[config.mk]
export PLATFORM = sky130hd
export DESIGN_NAME = tank_level_pump_starter
export DESIGN_NICKNAME = d
export VERILOG_FILES = /design/src/design/tlps_pkg.sv /design/src/design/tank_level_pump_starter.sv /design/src/design/tlps_debounce.sv /design/src/design/tlps_motor.sv
export SDC_FILE = /design/constraint.sdc
export NUM_CORES = 1
export LEC_CHECK = 0
export ABC_AREA = 1
export BUFFER_PORTS_ARGS = -buffer_cell sky130_fd_sc_hd__buf_2
export CORE_MARGIN = 2
export CORE_UTILIZATION = 40
export DETAILED_ROUTE_END_ITERATION = 7
export HOLD_SLACK_MARGIN = 0.06
export MAX_ROUTING_LAYER = met4
export PLACE_DENSITY_LB_ADDON = 0.1
export SYNTH_ARGS = -nofsm -noshare
export SYNTH_HDL_FRONTEND = slang
export SYNTH_SLANG_ARGS = --single-unit
export TNS_END_PERCENT = 100
[constraint.sdc]
create_clock -name clk -period 2.31 [get_ports clk]
set_input_delay 0.231 -clock clk [delete_from_list [all_inputs] [get_ports clk]]
set_output_delay 0.231 -clock clk [all_outputs]
set_load 0.01 [all_outputs]
[src/design/tlps_pkg.sv]
// ----------------------------------------------------------------------------
// tlps_pkg
// Shared types, register indexes and helpers for the tank level pump starter.
// ----------------------------------------------------------------------------
`default_nettype none

package tlps_pkg;

    // accepted tank level codes
    typedef enum logic [1:0] {
        LVL_HIGH    = 2'd0,
        LVL_LOW     = 2'd1,
        LVL_MID     = 2'd2,
        LVL_UNKNOWN = 2'd3
    } level_t;

    // configuration register indexes
    localparam logic [7:0] CFG_DEBOUNCE_TICKS = 8'd0;
    localparam logic [7:0] CFG_START_TICKS    = 8'd1;

    // configuration reset values
    localparam logic [7:0] DEBOUNCE_TICKS_RST = 8'd3;
    localparam logic [7:0] START_TICKS_RST    = 8'd5;

    // widest timer supported
    localparam int TIMER_MAX_BITS = 16;

    // coil drive pair from the motor control
    typedef struct packed {
        logic start_coil;
        logic run_coil;
    } coil_t;

    // timer load: saturate to the timer range, zero acts as one
    function automatic logic [TIMER_MAX_BITS-1:0] timer_load(
        input logic [7:0]                v,
        input logic [TIMER_MAX_BITS-1:0] maxv
    );
        logic [TIMER_MAX_BITS-1:0] ext;
        ext = {{(TIMER_MAX_BITS-8){1'b0}}, v};
        if (ext > maxv)
        begin
            ext = maxv;
        end
        if (ext == '0)
        begin
            ext = {{(TIMER_MAX_BITS-1){1'b0}}, 1'b1};
        end
        return ext;
    endfunction

endpackage

`default_nettype wire

[src/design/tank_level_pump_starter.sv]
// A beat accepted into the input register is shown from the result register behind it.
// Throughput: one beat per cycle; the input register and the result register
// move together, so the input stalls only while a held result is stalled.
// Reset: asynchronous, active low; levels unknown, motor off, debounce 3,
// start 5 ticks.
// ----------------------------------------------------------------------------
// tank_level_pump_starter
// Debounced sump and overhead tank levels driving a two-coil pump starter.
// ----------------------------------------------------------------------------
`default_nettype none

module tank_level_pump_starter #(
    parameter int TIMER_BITS = 8
) (
    input  wire logic       clk,
    input  wire logic       rst_n,
    // configuration
    input  wire logic       cfg_we,
    input  wire logic [7:0] cfg_index,
    input  wire logic [7:0] cfg_data,
    // sensor beats
    input  wire logic       in_valid,
    output logic            in_stall,
    input  wire logic       tank_high_wet,
    input  wire logic       tank_low_wet,
    input  wire logic       sump_high_wet,
    input  wire logic       sump_low_wet,
    // result beats
    output logic            out_valid,
    input  wire logic       out_stall,
    output logic            start_coil,
    output logic            run_coil,
    output logic [1:0]      sump_level,
    output logic [1:0]      tank_level
);

    localparam logic [tlps_pkg::TIMER_MAX_BITS-1:0] TIMER_MAX =
        tlps_pkg::TIMER_MAX_BITS'((32'd1 << TIMER_BITS) - 32'd1);

    logic [7:0]            dbnc_cfg_reg;
    logic [7:0]            start_cfg_reg;
    logic [tlps_pkg::TIMER_MAX_BITS-1:0] dbnc_load_wide;
    logic [tlps_pkg::TIMER_MAX_BITS-1:0] start_load_wide;
    logic [TIMER_BITS-1:0] dbnc_load;
    logic [TIMER_BITS-1:0] start_load;

    logic                  s1_valid_reg;
    logic                  s1_valid_next;
    logic                  s1_tank_high_reg;
    logic                  s1_tank_low_reg;
    logic                  s1_sump_high_reg;
    logic                  s1_sump_low_reg;
    logic                  in_accept;
    logic                  adv;

    logic                  starting;
    tlps_pkg::level_t      sump_lvl_next;
    tlps_pkg::level_t      tank_lvl_next;
    tlps_pkg::coil_t       coil_next;

    logic                  out_valid_reg;
    logic                  out_valid_next;
    tlps_pkg::coil_t       out_coil_reg;
    tlps_pkg::level_t      out_sump_reg;
    tlps_pkg::level_t      out_tank_reg;

    // configuration registers
    always_ff @(posedge clk or negedge rst_n)
    begin
        if (!rst_n)
        begin
            dbnc_cfg_reg  <= tlps_pkg::DEBOUNCE_TICKS_RST;
            start_cfg_reg <= tlps_pkg::START_TICKS_RST;
        end
        else if (cfg_we)
        begin
            if (cfg_index == tlps_pkg::CFG_DEBOUNCE_TICKS)
            begin
                dbnc_cfg_reg <= cfg_data;
            end
            else if (cfg_index == tlps_pkg::CFG_START_TICKS)
            begin
                start_cfg_reg <= cfg_data;
            end
        end
    end

    // timer load values
    assign dbnc_load_wide  = tlps_pkg::timer_load(dbnc_cfg_reg, TIMER_MAX);
    assign start_load_wide = tlps_pkg::timer_load(start_cfg_reg, TIMER_MAX);
    assign dbnc_load       = dbnc_load_wide[TIMER_BITS-1:0];
    assign start_load      = start_load_wide[TIMER_BITS-1:0];

    // handshake: the input register moves whenever the result register can take it
    assign adv       = s1_valid_reg && (!out_valid_reg || !out_stall);
    assign in_stall  = s1_valid_reg && out_valid_reg && out_stall;
    assign in_accept = in_valid && !in_stall;

    always_comb
    begin
        s1_valid_next = s1_valid_reg;
        if (in_accept)
        begin
            s1_valid_next = 1'b1;
        end
        else if (adv)
        begin
            s1_valid_next = 1'b0;
        end
    end

    always_comb
    begin
        out_valid_next = out_valid_reg;
        if (adv)
        begin
            out_valid_next = 1'b1;
        end
        else if (!out_stall)
        begin
            out_valid_next = 1'b0;
        end
    end

    always_ff @(posedge clk or negedge rst_n)
    begin
        if (!rst_n)
        begin
            s1_valid_reg  <= 1'b0;
            out_valid_reg <= 1'b0;
        end
        else
        begin
            s1_valid_reg  <= s1_valid_next;
            out_valid_reg <= out_valid_next;
        end
    end

    // input register payload
    always_ff @(posedge clk)
    begin
        if (in_accept)
        begin
            s1_tank_high_reg <= tank_high_wet;
            s1_tank_low_reg  <= tank_low_wet;
            s1_sump_high_reg <= sump_high_wet;
            s1_sump_low_reg  <= sump_low_wet;
        end
    end

    // level debounce, frozen during the start phase
    tlps_debounce #(
        .TIMER_BITS (TIMER_BITS)
    ) u_sump_dbnc (
        .clk        (clk),
        .rst_n      (rst_n),
        .en         (adv && !starting),
        .high_wet   (s1_sump_high_reg),
        .low_wet    (s1_sump_low_reg),
        .load_val   (dbnc_load),
        .level_next (sump_lvl_next)
    );

    tlps_debounce #(
        .TIMER_BITS (TIMER_BITS)
    ) u_tank_dbnc (
        .clk        (clk),
        .rst_n      (rst_n),
        .en         (adv && !starting),
        .high_wet   (s1_tank_high_reg),
        .low_wet    (s1_tank_low_reg),
        .load_val   (dbnc_load),
        .level_next (tank_lvl_next)
    );

    // motor control
    tlps_motor #(
        .TIMER_BITS (TIMER_BITS)
    ) u_motor (
        .clk        (clk),
        .rst_n      (rst_n),
        .en         (adv),
        .sump_lvl   (sump_lvl_next),
        .tank_lvl   (tank_lvl_next),
        .start_load (start_load),
        .starting   (starting),
        .coil_next  (coil_next)
    );

    // result register payload
    always_ff @(posedge clk)
    begin
        if (adv)
        begin
            out_coil_reg <= coil_next;
            out_sump_reg <= sump_lvl_next;
            out_tank_reg <= tank_lvl_next;
        end
    end

    assign out_valid  = out_valid_reg;
    assign start_coil = out_coil_reg.start_coil;
    assign run_coil   = out_coil_reg.run_coil;
    assign sump_level = out_sump_reg;
    assign tank_level = out_tank_reg;

    // the start coil never drives without the run coil
    a_start_with_run: assert property (@(posedge clk) disable iff (!rst_n)
        out_valid |-> (!start_coil || run_coil))
        else $error("start coil without run coil");

    // a start is never shown while either level is unknown
    a_start_known_levels: assert property (@(posedge clk) disable iff (!rst_n)
        (out_valid && start_coil) |->
            ((sump_level != tlps_pkg::LVL_UNKNOWN) && (tank_level != tlps_pkg::LVL_UNKNOWN)))
        else $error("start with unknown level");

    // input backpressure only while a held result is stalled
    a_stall_cause: assert property (@(posedge clk) disable iff (!rst_n)
        in_stall |-> (out_valid && out_stall))
        else $error("input stalled without output stall");

    // a result beat follows every advancing input beat
    a_result_follows: assert property (@(posedge clk) disable iff (!rst_n)
        adv |=> out_valid)
        else $error("result beat lost");

endmodule

`default_nettype wire

[src/design/tlps_debounce.sv]
// ----------------------------------------------------------------------------
// tlps_debounce
// Level classifier and two-sample debounce for one tank.
// ----------------------------------------------------------------------------
`default_nettype none

module tlps_debounce #(
    parameter int TIMER_BITS = 8
) (
    input  wire logic                  clk,
    input  wire logic                  rst_n,
    input  wire logic                  en,
    input  wire logic                  high_wet,
    input  wire logic                  low_wet,
    input  wire logic [TIMER_BITS-1:0] load_val,
    output tlps_pkg::level_t           level_next
);

    tlps_pkg::level_t        raw;
    tlps_pkg::level_t        acc_reg;
    tlps_pkg::level_t        acc_next;
    tlps_pkg::level_t        pend_reg;
    tlps_pkg::level_t        pend_next;
    logic [TIMER_BITS-1:0]   wait_reg;
    logic [TIMER_BITS-1:0]   wait_next;

    // raw class, low sensor dry wins
    always_comb
    begin
        if (!low_wet)
        begin
            raw = tlps_pkg::LVL_LOW;
        end
        else if (high_wet)
        begin
            raw = tlps_pkg::LVL_HIGH;
        end
        else
        begin
            raw = tlps_pkg::LVL_MID;
        end
    end

    // pending class, wait count and confirming sample
    always_comb
    begin
        acc_next  = acc_reg;
        pend_next = pend_reg;
        wait_next = wait_reg;
        if (en)
        begin
            if (wait_reg == '0)
            begin
                if (raw != acc_reg)
                begin
                    pend_next = raw;
                    wait_next = load_val;
                end
            end
            else
            begin
                wait_next = wait_reg - 1'b1;
                if ((wait_next == '0) && (raw == pend_reg))
                begin
                    acc_next = raw;
                end
            end
        end
    end

    // state registers
    always_ff @(posedge clk or negedge rst_n)
    begin
        if (!rst_n)
        begin
            acc_reg  <= tlps_pkg::LVL_UNKNOWN;
            pend_reg <= tlps_pkg::LVL_HIGH;
            wait_reg <= '0;
        end
        else
        begin
            acc_reg  <= acc_next;
            pend_reg <= pend_next;
            wait_reg <= wait_next;
        end
    end

    assign level_next = acc_next;

endmodule

`default_nettype wire

[src/design/tlps_motor.sv]
// ----------------------------------------------------------------------------
// tlps_motor
// Motor start and stop control with the start phase timer.
// ----------------------------------------------------------------------------
`default_nettype none

module tlps_motor #(
    parameter int TIMER_BITS = 8
) (
    input  wire logic                  clk,
    input  wire logic                  rst_n,
    input  wire logic                  en,
    input  wire tlps_pkg::level_t      sump_lvl,
    input  wire tlps_pkg::level_t      tank_lvl,
    input  wire logic [TIMER_BITS-1:0] start_load,
    output logic                       starting,
    output tlps_pkg::coil_t            coil_next
);

    logic [TIMER_BITS-1:0] remain_reg;
    logic [TIMER_BITS-1:0] remain_next;
    logic                  run_reg;
    logic                  run_next;
    logic                  start_out;

    assign starting = (remain_reg != '0);

    // start phase countdown, then stop and start decisions
    always_comb
    begin
        remain_next = remain_reg;
        run_next    = run_reg;
        start_out   = 1'b0;
        if (en)
        begin
            if (starting)
            begin
                remain_next = remain_reg - 1'b1;
                if (remain_next == '0)
                begin
                    run_next = 1'b1;
                end
                else
                begin
                    start_out = 1'b1;
                end
            end
            else if ((sump_lvl == tlps_pkg::LVL_LOW) || (sump_lvl == tlps_pkg::LVL_UNKNOWN) ||
                     (tank_lvl == tlps_pkg::LVL_HIGH) || (tank_lvl == tlps_pkg::LVL_UNKNOWN))
            begin
                run_next = 1'b0;
            end
            else if ((tank_lvl == tlps_pkg::LVL_LOW) && !run_reg)
            begin
                remain_next = start_load;
                start_out   = 1'b1;
            end
        end
    end

    assign coil_next.start_coil = start_out;
    assign coil_next.run_coil   = start_out | run_next;

    // motor state registers
    always_ff @(posedge clk or negedge rst_n)
    begin
        if (!rst_n)
        begin
            remain_reg <= '0;
            run_reg    <= 1'b0;
        end
        else
        begin
            remain_reg <= remain_next;
            run_reg    <= run_next;
        end
    end

endmodule

`default_nettype wire

# --- Yosys cells after proc, flatten, opt, wreduce, memory -nomap -nowiden ---
# Cells that the tools add are included.
# Widths: inputs -> output; s select.
word_totals:
  ff_bits: 61
  wordCells: 106
op_classes:
  n_eq_ne: 13
  n_reduce_logical: 36
  bitwise: 2
  addsub: 3
  mux: 32
ops:
  columns: ["cell", "n"]
  rows:
  - ["$mux 8", 9]
  - ["$logic_not 8->1", 8]
  - ["$sub 8x1->8 const B", 3]
  - ["$mux 2", 10]
  - ["$mux 1", 13]
  - ["$reduce_and 3->1", 4]
  - ["$eq 8x1->1 const B", 1]
  - ["$logic_and 1x1->1", 8]
  - ["$reduce_bool 8->1", 1]
  - ["$ne 2x2->1 const B", 3]
  - ["$reduce_and 2->1", 3]
  - ["$logic_not 1->1", 5]
  - ["$eq 2x1->1 const B", 2]
  - ["$eq 2x2->1", 2]
  - ["$eq 2x2->1 const B", 2]
  - ["$logic_or 1x1->1", 4]
  - ["$ne 2x2->1", 2]
  - ["$reduce_bool 2->1", 2]
  - ["$logic_not 2->1", 1]
  - ["$ne 2x1->1 const B", 1]
  - ["$not 1->1", 1]
  - ["$or 1x1->1", 1]

# --- Depth between registers and ports, before layout ---
# Gate-level depths: netlist of run 1.
logic_depth:
  depth_word: 15
  depth_mapped: 16

# --- Modules after synthesis ---
# A second synthesis of run 1 with hierarchy kept.
hier_totals:
  hier_cells: 501
  area_unflattened_um2: 3817.4
by_module_without_submodules:
  columns: ["module", "instances", "seq_area_each_um2", "area_per_inst_um2", "cells_each"]
  rows:
  - ["tlps_debounce", 2, 302.8, 877.1, 132]
  - ["tank_level_pump_starter", 1, 755.7, 1306.3, 133]
  - ["tlps_motor", 1, 225.2, 757.0, 104]

# --- Least setup slack after synthesis of run 1 ---
# No wires, ideal clock.
synth_path:
  path_kind: "reg-to-reg"
  startpoint: "register u_motor.remain_reg[0]"
  endpoint: "register out_coil_reg (netlist bit run_coil), data pin"
  t_required_ps: 2056
  path_buffers: 0
  arrival_time_ps: 1771
  setup_slack_ps: 285
  period_less_slack_ps: 2025
  setup_time_ps: 254
  stages_incl_launch_ff: 14
  cell_sequence: "dfrtp_1 > inv_1 > ha_1 > nand2_2 > nor2_8 > nand2_4 > clkinv_2 > nand3_2 > o21bai_1 > nand2_2 > nand4_2 > nand2_4 > nand3_2 > nand2_1"
synth_lines:
  columns: ["item", "line", "rtl"]
  rows:
  - ["start: declaration", "tlps_motor.sv:20", "logic [TIMER_BITS-1:0] remain_reg;"]
  - ["start signal: assignment", "tlps_motor.sv:74", "remain_reg <= remain_next;"]
  - ["end signal: assignment", "tank_level_pump_starter.sv:195", "out_coil_reg <= coil_next;"]
  - ["end: declaration", "tank_level_pump_starter.sv:63", "tlps_pkg::coil_t out_coil_reg;"]

==> PnR_summary.wiki, run 1 <==
{| class="wikitable"
! Metric !! Value
|-
| Global-route wire length before repair || 14200 um
|-
| Die Height || about 96 um
|-
| Number of buffers inserted during clock tree synthesis || 9
|-
| Maximum clock insertion buffer count || 2
|-
| Sort of element at the start of the critical path || flip-flop
|-
| Relative area change from synthesis to final layout || 18.83%
|-
| Fin Hold WS || 0.07814 ns
|-
| Via density per instance || about 5.0
|-
| Clock Latency Late Sink || 0.34 ns
|-
| Post-synthesis cell count || 436
|-
| Final weighted congestion in routability-driven placement || ~0.97
|-
| Final number of max-transition violations || 0
|-
| Initial cell density of the core || 41.25%
|-
| Status || complete, no violations
|-
| Final cycle utilization of the critical path || 91.59%
|-
| Number of buffers added on ports || 32
|-
| Critical-path maximum fanout || 10
|-
| First-pass iteration count of the detailed router || 4
|-
| Remaining global-route overflow || 0
|-
| Root Driver || clkbuf_8
|-
| Number of H-tree levels || 3
|-
| Iteration-0 DRC count of the detailed router || 233
|-
| Reg-to-reg slack, setup || 0.19 ns
|-
| Final setup vio count || 0
|-
| Final-report hold violation count || 0
|-
| Total power || ~4.7 mW
|-
| Count of clock tree sinks || 61
|-
| Origin of the critical flop-to-flop path || u_sump_dbnc.wait_reg[2]$_DFFE_PN0P_
|-
| CTS tree || built
|-
| DIE WIDTH || 96.05 um
|-
| Part of the Yosys area used for sequential elements || approximately 47%
|-
| Share of the core filled with cells || 49.02%
|-
| Critical Path Sink Type || flip-flop
|-
| Depth of the worst register-to-register path || 12
|-
| Antenna Cells || 0
|-
| Number of placement rows || 33
|-
| Setup repair after global routing missed its margin || false
|-
| Fill cells || approximately 800
|-
| Final #Nets || 519
|-
| Final wirelength || 8216 um
|-
| Peak clock frequency supported by timing || 472.6 MHz
|-
| HPWL reported at the end of detailed placement || roughly 6300 um
|-
| Power per Cell Area || 1163 nW/um2
|-
| Floorplan Core Area || 8217 um2
|-
| Worst clock skew || 0.008632 ns
|-
| Setup slack after placement || around 0.087 ns
|-
| Commonest non-fill, non-tap cell in the layout || nand2_1
|-
| Final setup margin || 0.1942 ns
|-
| I/O pin cnt || 33
|-
| Synth Cell Area || roughly 3400 um2
|-
| Net count of the mapped netlist || 467
|-
| Relative max-transition margin || 59.50%
|-
| Total number of vias || 3017
|-
| Cell variety after synth || 38
|-
| Arrival time worst endpoint || 2.21 ns
|-
| Remaining antenna violation count after routing || 0
|-
| Hold worst-path end || s1_sump_high_reg$_DFFE_PP_
|-
| Reg-to-Reg End || run_coil$_DFFE_PP_
|-
| Number of flops mapped to enable cells by yosys || 10
|-
| Average wire length per cell after detail routing || 13.74 um
|-
| CTS clock-pin slew for the worst setup and hold paths || 0.07 ns
|-
| Via count of the first global-routing pass || 2937
|-
| Leakage power summed over all cells || 1.962 nW
|-
| Sequential cell area in the final layout || 1588 um2
|-
| All-layer global routing usage || 20.91%
|-
| Post-route minimum period || 2.116 ns
|-
| Multi-input gate area || 1618 um2
|-
| Required arrival time at the worst endpoint || 2.41 ns
|-
| Number of antenna violations at the first check in global routing || 0
|-
| Number of synthesized register bits || 61
|-
| Setup Total Neg Slack || 0 ns
|-
| Most frequently used flop master after synthesis || dfrtp_1
|-
| Hold Crit Class || primary input to flip-flop
|-
| Mean instance size in the synthesized netlist || a little under 8 um2
|-
| VDD IR max || 0.4681 mV
|-
| Die footprint || 9226 um2
|-
| Total of max-cap violations || 0
|-
| Hold path startpoint || sump_high_wet
|-
| Number of design rule violations left after detail routing || 0
|-
| Worst setup path class || flip-flop to flip-flop
|-
| Transition time at the pin with the least slew margin || 0.6076 ns
|-
| Worst hold path depth || 1
|-
| Ys Warns || 0
|-
| Async SR Flop Fraction || 83.61%
|-
| Most frequent cells in the layout || nand2_1 (117), inv_1 (51), nor2_1 (48)
|-
| Largest net degree at the start of global routing || 27
|-
| Fraction of layout cells with a size suffix above 1 || 19.68%
|}
[repair_timing]
item,CTS,global route
buffers inserted,0,2
hold endpoints to repair,24,0
setup endpoints to repair,0,11
hold buffers,4,0
resized for setup,0,17
[Yosys cell counts (3+ instances only)]
cell type / instances / area [um2]
ha_1: 6 / 75.07
a211oi_1: 3 / 22.52
nand3_1: 26 / 130.1
nor2_1: 50 / 187.7
o211ai_1: 8 / 60.06
nand3b_1: 3 / 22.52
clkbuf_1: 4 / 15.01
nand4_1: 7 / 43.79
dfrtp_1: 43 / 1076
inv_1: 53 / 198.9
edfxtp_1: 10 / 300.3
nand2_1: 119 / 446.7
o21ai_0: 46 / 230.2
a21oi_1: 6 / 30.03
nand2_2: 3 / 18.77
nand3_2: 3 / 30.03
nand2_4: 3 / 33.78
xnor2_1: 5 / 43.79
nor3_1: 3 / 15.01
dfstp_2: 8 / 210.2
[area by class of cell]
class,instances,area share [%]
Clock buffer,10,3.169
Inverter,55,5.188
Sequential cell,61,39.42
Clock inverter,6,1.584
Timing Repair Buffer,48,7.207
Tap cell,105,3.262
Multi-Input combinational cell,313,40.17
[layer usage]
layer	global-route usage [%]	share of wire, %	wire length, um
met5	-	0	0
met4	8.452	1.9	159
met3	2.897	3.8	316
met2	29.86	44	3593
met1	29.88	50	4147
[critical path, cell delays in order (launching register included)]
cell and delay (ns):
dfrtp_1 0.45, nor2_4 0.16, nand2_1 0.10, nor2_1 0.18
nor2_1 0.06, nor2_1 0.19, nand2_1 0.10, o21bai_1 0.17
nand2_2 0.11, nand4_2 0.13, nand2_4 0.11, nand3_2 0.08
nand2_1 0.05
[report_power, final]
| part | internal (mW) | switching (mW) | total, mW |
|---|---|---|---|
| registers | 1.41 | 0.273 | 1.68 |
| logic | 0.772 | 1.29 | 2.06 |
| clock network | 0.496 | 0.443 | 0.939 |
[stage by stage]
step	area, um2	std cells
finish	4028	598
global route	4028	598
CTS	3958	596
detailed placement	3726	576
global placement	3726	576
floorplan	3390	436
[logic make-up (layout without fill, tap and decap cells)]
kind of cell	after synthesis	count (layout)	synth area share [%]
AO/OA/AOI/OAI	74	74	12.26
AND/OR/NAND/NOR	227	227	30.12
adder cells (fa/ha/maj)	6	6	2.215
flip-flops	61	61	46.81
buffers and inverters	62	119	7.050
XOR/XNOR	6	6	1.550
[worst max path at each step]
stage	depth (start not counted)	slack, ns	start	endpoint
6_report	12	0.19	u_sump_dbnc.wait_reg[2]$_DFFE_PN0P_	run_coil$_DFFE_PP_
4_1_cts	15	0.07	u_tank_dbnc.wait_reg[0]$_DFFE_PN0P_	run_coil$_DFFE_PP_
5_1_grt	15	0.0004	u_sump_dbnc.wait_reg[1]$_DFFE_PN0P_	u_motor.remain_reg[5]$_DFFE_PN0P_
2_1_floorplan	13	0.29	u_motor.remain_reg[0]$_DFFE_PN0P_	run_coil$_DFFE_PP_
3_3_place_gp	13	0.12	u_tank_dbnc.wait_reg[0]$_DFFE_PN0P_	run_coil$_DFFE_PP_
3_5_place_dp	12	0.09	u_sump_dbnc.wait_reg[0]$_DFFE_PN0P_	run_coil$_DFFE_PP_
No activity file was read; power rests on OpenSTA's default activity.
==> run 2: changes to the inputs <==
- RECOVER_POWER: not set -> 100
- SLEW_MARGIN: not set -> 10
==> PnR_summary.wiki, run 2 (synthesis gave the netlist of run 1 again) <==
{| class="wikitable"
! Metric !! Value
|-
| Status || complete, no violations
|-
| Critical Path Sink Type || flip-flop
|-
| Reg-to-reg slack, setup || 0.20 ns (about the same)
|-
| CTS tree || built
|-
| Number of antenna violations at the first check in global routing || 0 (unchanged)
|-
| Most frequent cells in the layout || nand2_1 (117), inv_1 (51), nor2_1 (48)
|-
| Arrival time worst endpoint || 2.21 ns (about the same)
|-
| Final setup vio count || 0 (unchanged)
|-
| Commonest non-fill, non-tap cell in the layout || nand2_1
|-
| Fraction of layout cells with a size suffix above 1 || 17.04% (-2.6 points)
|-
| Share of the core filled with cells || 48.61% (-0.41 points)
|-
| First-pass iteration count of the detailed router || 5 (+1)
|-
| Origin of the critical flop-to-flop path || u_motor.remain_reg[1]$_DFFE_PN0P_
|-
| Met3 demand-to-capacity share in global routing || 2.897% (unchanged)
|-
| Number of buffers added on ports || 32 (unchanged)
|-
| All-layer global routing usage || 20.91% (unchanged)
|-
| Power per Cell Area || 1170 nW/um2 (+0.63%)
|-
| Number of buffers inserted during clock tree synthesis || 9 (unchanged)
|-
| Critical-path maximum fanout || 10 (unchanged)
|-
| Worst hold path depth || 1 (unchanged)
|-
| Transition time at the pin with the least slew margin || 1.474 ns (+0.8662 ns)
|-
| Die Height || 96.05 um (unchanged)
|-
| Hold Crit Class || primary input to flip-flop
|-
| Number of H-tree levels || 3 (unchanged)
|-
| Sort of element at the start of the critical path || flip-flop
|-
| Final setup margin || 0.2001 ns (+0.005907 ns)
|-
| Count of clock tree sinks || 61 (unchanged)
|-
| Met2 track demand over resource || 29.86% (unchanged)
|-
| Relative area change from synthesis to final layout || 17.83%
|-
| Initial cell density of the core || 41.25% (unchanged)
|-
| Total of max-cap violations || 0 (unchanged)
|-
| Remaining antenna violation count after routing || 0 (unchanged)
|-
| Floorplan Core Area || 8217 um2 (unchanged)
|-
| Setup slack after placement || 0.08667 ns (unchanged)
|-
| Final cycle utilization of the critical path || 91.34% (-0.26 points)
|-
| Largest net degree at the start of global routing || 27 (unchanged)
|-
| DIE WIDTH || 96.05 um (unchanged)
|-
| Required arrival time at the worst endpoint || 2.41 ns (about the same)
|-
| Setup repair after global routing missed its margin || false
|-
| Final weighted congestion in routability-driven placement || 0.9742 (unchanged)
|-
| Iteration-0 DRC count of the detailed router || 236 (+1.3%)
|-
| Peak clock frequency supported by timing || 474.0 MHz (+0.28%)
|-
| Via density per instance || 5.043 (about the same)
|-
| Final #Nets || 519 (unchanged)
|-
| Average wire length per cell after detail routing || 13.74 um (about the same)
|-
| Reg-to-Reg End || run_coil$_DFFE_PP_
|-
| Worst clock skew || 0.008399 ns (-0.0002331 ns)
|-
| Final number of max-transition violations || 0 (unchanged)
|-
| Final-report hold violation count || 0 (unchanged)
|-
| Relative max-transition margin || 1.751% (-58 points)
|-
| Root Driver || clkbuf_8
|-
| Met1 global-route usage || 29.88% (unchanged)
|-
| Total number of vias || 3016 (-0.033%)
|-
| Antenna Cells || 0 (unchanged)
|-
| Depth of the worst register-to-register path || 13 (+1)
|-
| CTS clock-pin slew for the worst setup and hold paths || 0.07 ns (about the same)
|-
| Number of design rule violations left after detail routing || 0 (unchanged)
|-
| Fill cells || 831 (+2.0%)
|-
| Final std cell area, no fill || 3994 um2 (-0.84%)
|-
| Total power || 4.675 mW (-0.21%)
|-
| Global-route wire length before repair || 14200 um (unchanged)
|-
| Remaining global-route overflow || 0 (unchanged)
|-
| Final wirelength || 8218 um (about the same)
|-
| Die footprint || 9226 um2 (unchanged)
|-
| Hold worst-path end || s1_sump_high_reg$_DFFE_PP_
|-
| Via count of the first global-routing pass || 2937 (unchanged)
|-
| I/O pin cnt || 33 (unchanged)
|-
| Worst setup path class || flip-flop to flip-flop
|-
| HPWL reported at the end of detailed placement || 6342 um (unchanged)
|-
| Global route hottest layer || met1
|-
| Clock Latency Late Sink || 0.34 ns (about the same)
|-
| Setup Total Neg Slack || 0 ns (unchanged)
|-
| VDD IR max || 0.4679 mV (about the same)
|-
| Post-route minimum period || 2.110 ns (-0.005907 ns)
|-
| Leakage power summed over all cells || 1.923 nW (-2.0%)
|-
| Maximum clock insertion buffer count || 2 (unchanged)
|-
| Hold path startpoint || sump_high_wet
|-
| Number of placement rows || 33 (unchanged)
|-
| Area after detailed placement || 3726 um2 (unchanged)
|}
[run 2: cell type report]
| type | instances | area, um2 | area share [%] |
|---|---|---|---|
| clock buffer | 10 | 127.6 | 3.195 |
| clock inverter | 6 | 63.81 | 1.598 |
| inverter | 55 | 209.0 | 5.232 |
| multi-input combinational | 313 | 1612 | 40.35 |
| sequential | 61 | 1588 | 39.76 |
| tap | 105 | 131.4 | 3.289 |
| timing repair buffer | 48 | 262.8 | 6.579 |
[run 2: timing repair]
action,4_1_cts,5_1_grt
hold buffers,4,0
hold endpoints to repair,24,0
setup endpoints to repair,0,11
gates resized for setup,0,17
setup buffers,0,2
[run 2: metrics by stage]
step	cells	hold slack, ns
after CTS	596	0.06847
after global routing	598	0.06367
after detailed placement	576	0.2774
final	598	0.08047
after global placement	576	0.2839
after floorplan	436	-0.06459
[run 2: routing by layer]
layer  vias up  wire length [um]
met5         -                 0
met4         0               162
met3        17               337
met2        68              3571
met1      1400              4147
li1       1531                 -
[run 2: worst max path at each step]
| stage | from | end | slack (ns) |
|---|---|---|---|
| 2_1_floorplan | u_motor.remain_reg[0]$_DFFE_PN0P_ | run_coil$_DFFE_PP_ | 0.29 |
| 3_3_place_gp | u_tank_dbnc.wait_reg[0]$_DFFE_PN0P_ | run_coil$_DFFE_PP_ | 0.12 |
| 3_5_place_dp | u_sump_dbnc.wait_reg[0]$_DFFE_PN0P_ | run_coil$_DFFE_PP_ | 0.09 |
| 4_1_cts | u_tank_dbnc.wait_reg[0]$_DFFE_PN0P_ | run_coil$_DFFE_PP_ | 0.07 |
| 5_1_grt | u_sump_dbnc.wait_reg[1]$_DFFE_PN0P_ | u_motor.remain_reg[5]$_DFFE_PN0P_ | 0.0004 |
| 6_report | u_motor.remain_reg[1]$_DFFE_PN0P_ | run_coil$_DFFE_PP_ | 0.20 |
[run 2: worst max-delay path: stages (launching register included)]
cell and delay (ns):
dfrtp_1 0.40, inv_1 0.10, ha_2 0.22, nand2_2 0.11, nor2_8 0.14, nand2_4 0.09
clkinv_2 0.08, nand3_2 0.09, o21bai_1 0.16, nand2_2 0.11, nand4_2 0.13, nand2_4 0.11
nand3_2 0.08, nand2_1 0.05
[run 2: report_power, final]
group | internal, mW | switching, mW
Combinational | 0.762 | 1.29
Clock | 0.496 | 0.442
Sequential | 1.41 | 0.273
Total | 2.67 | 2.01
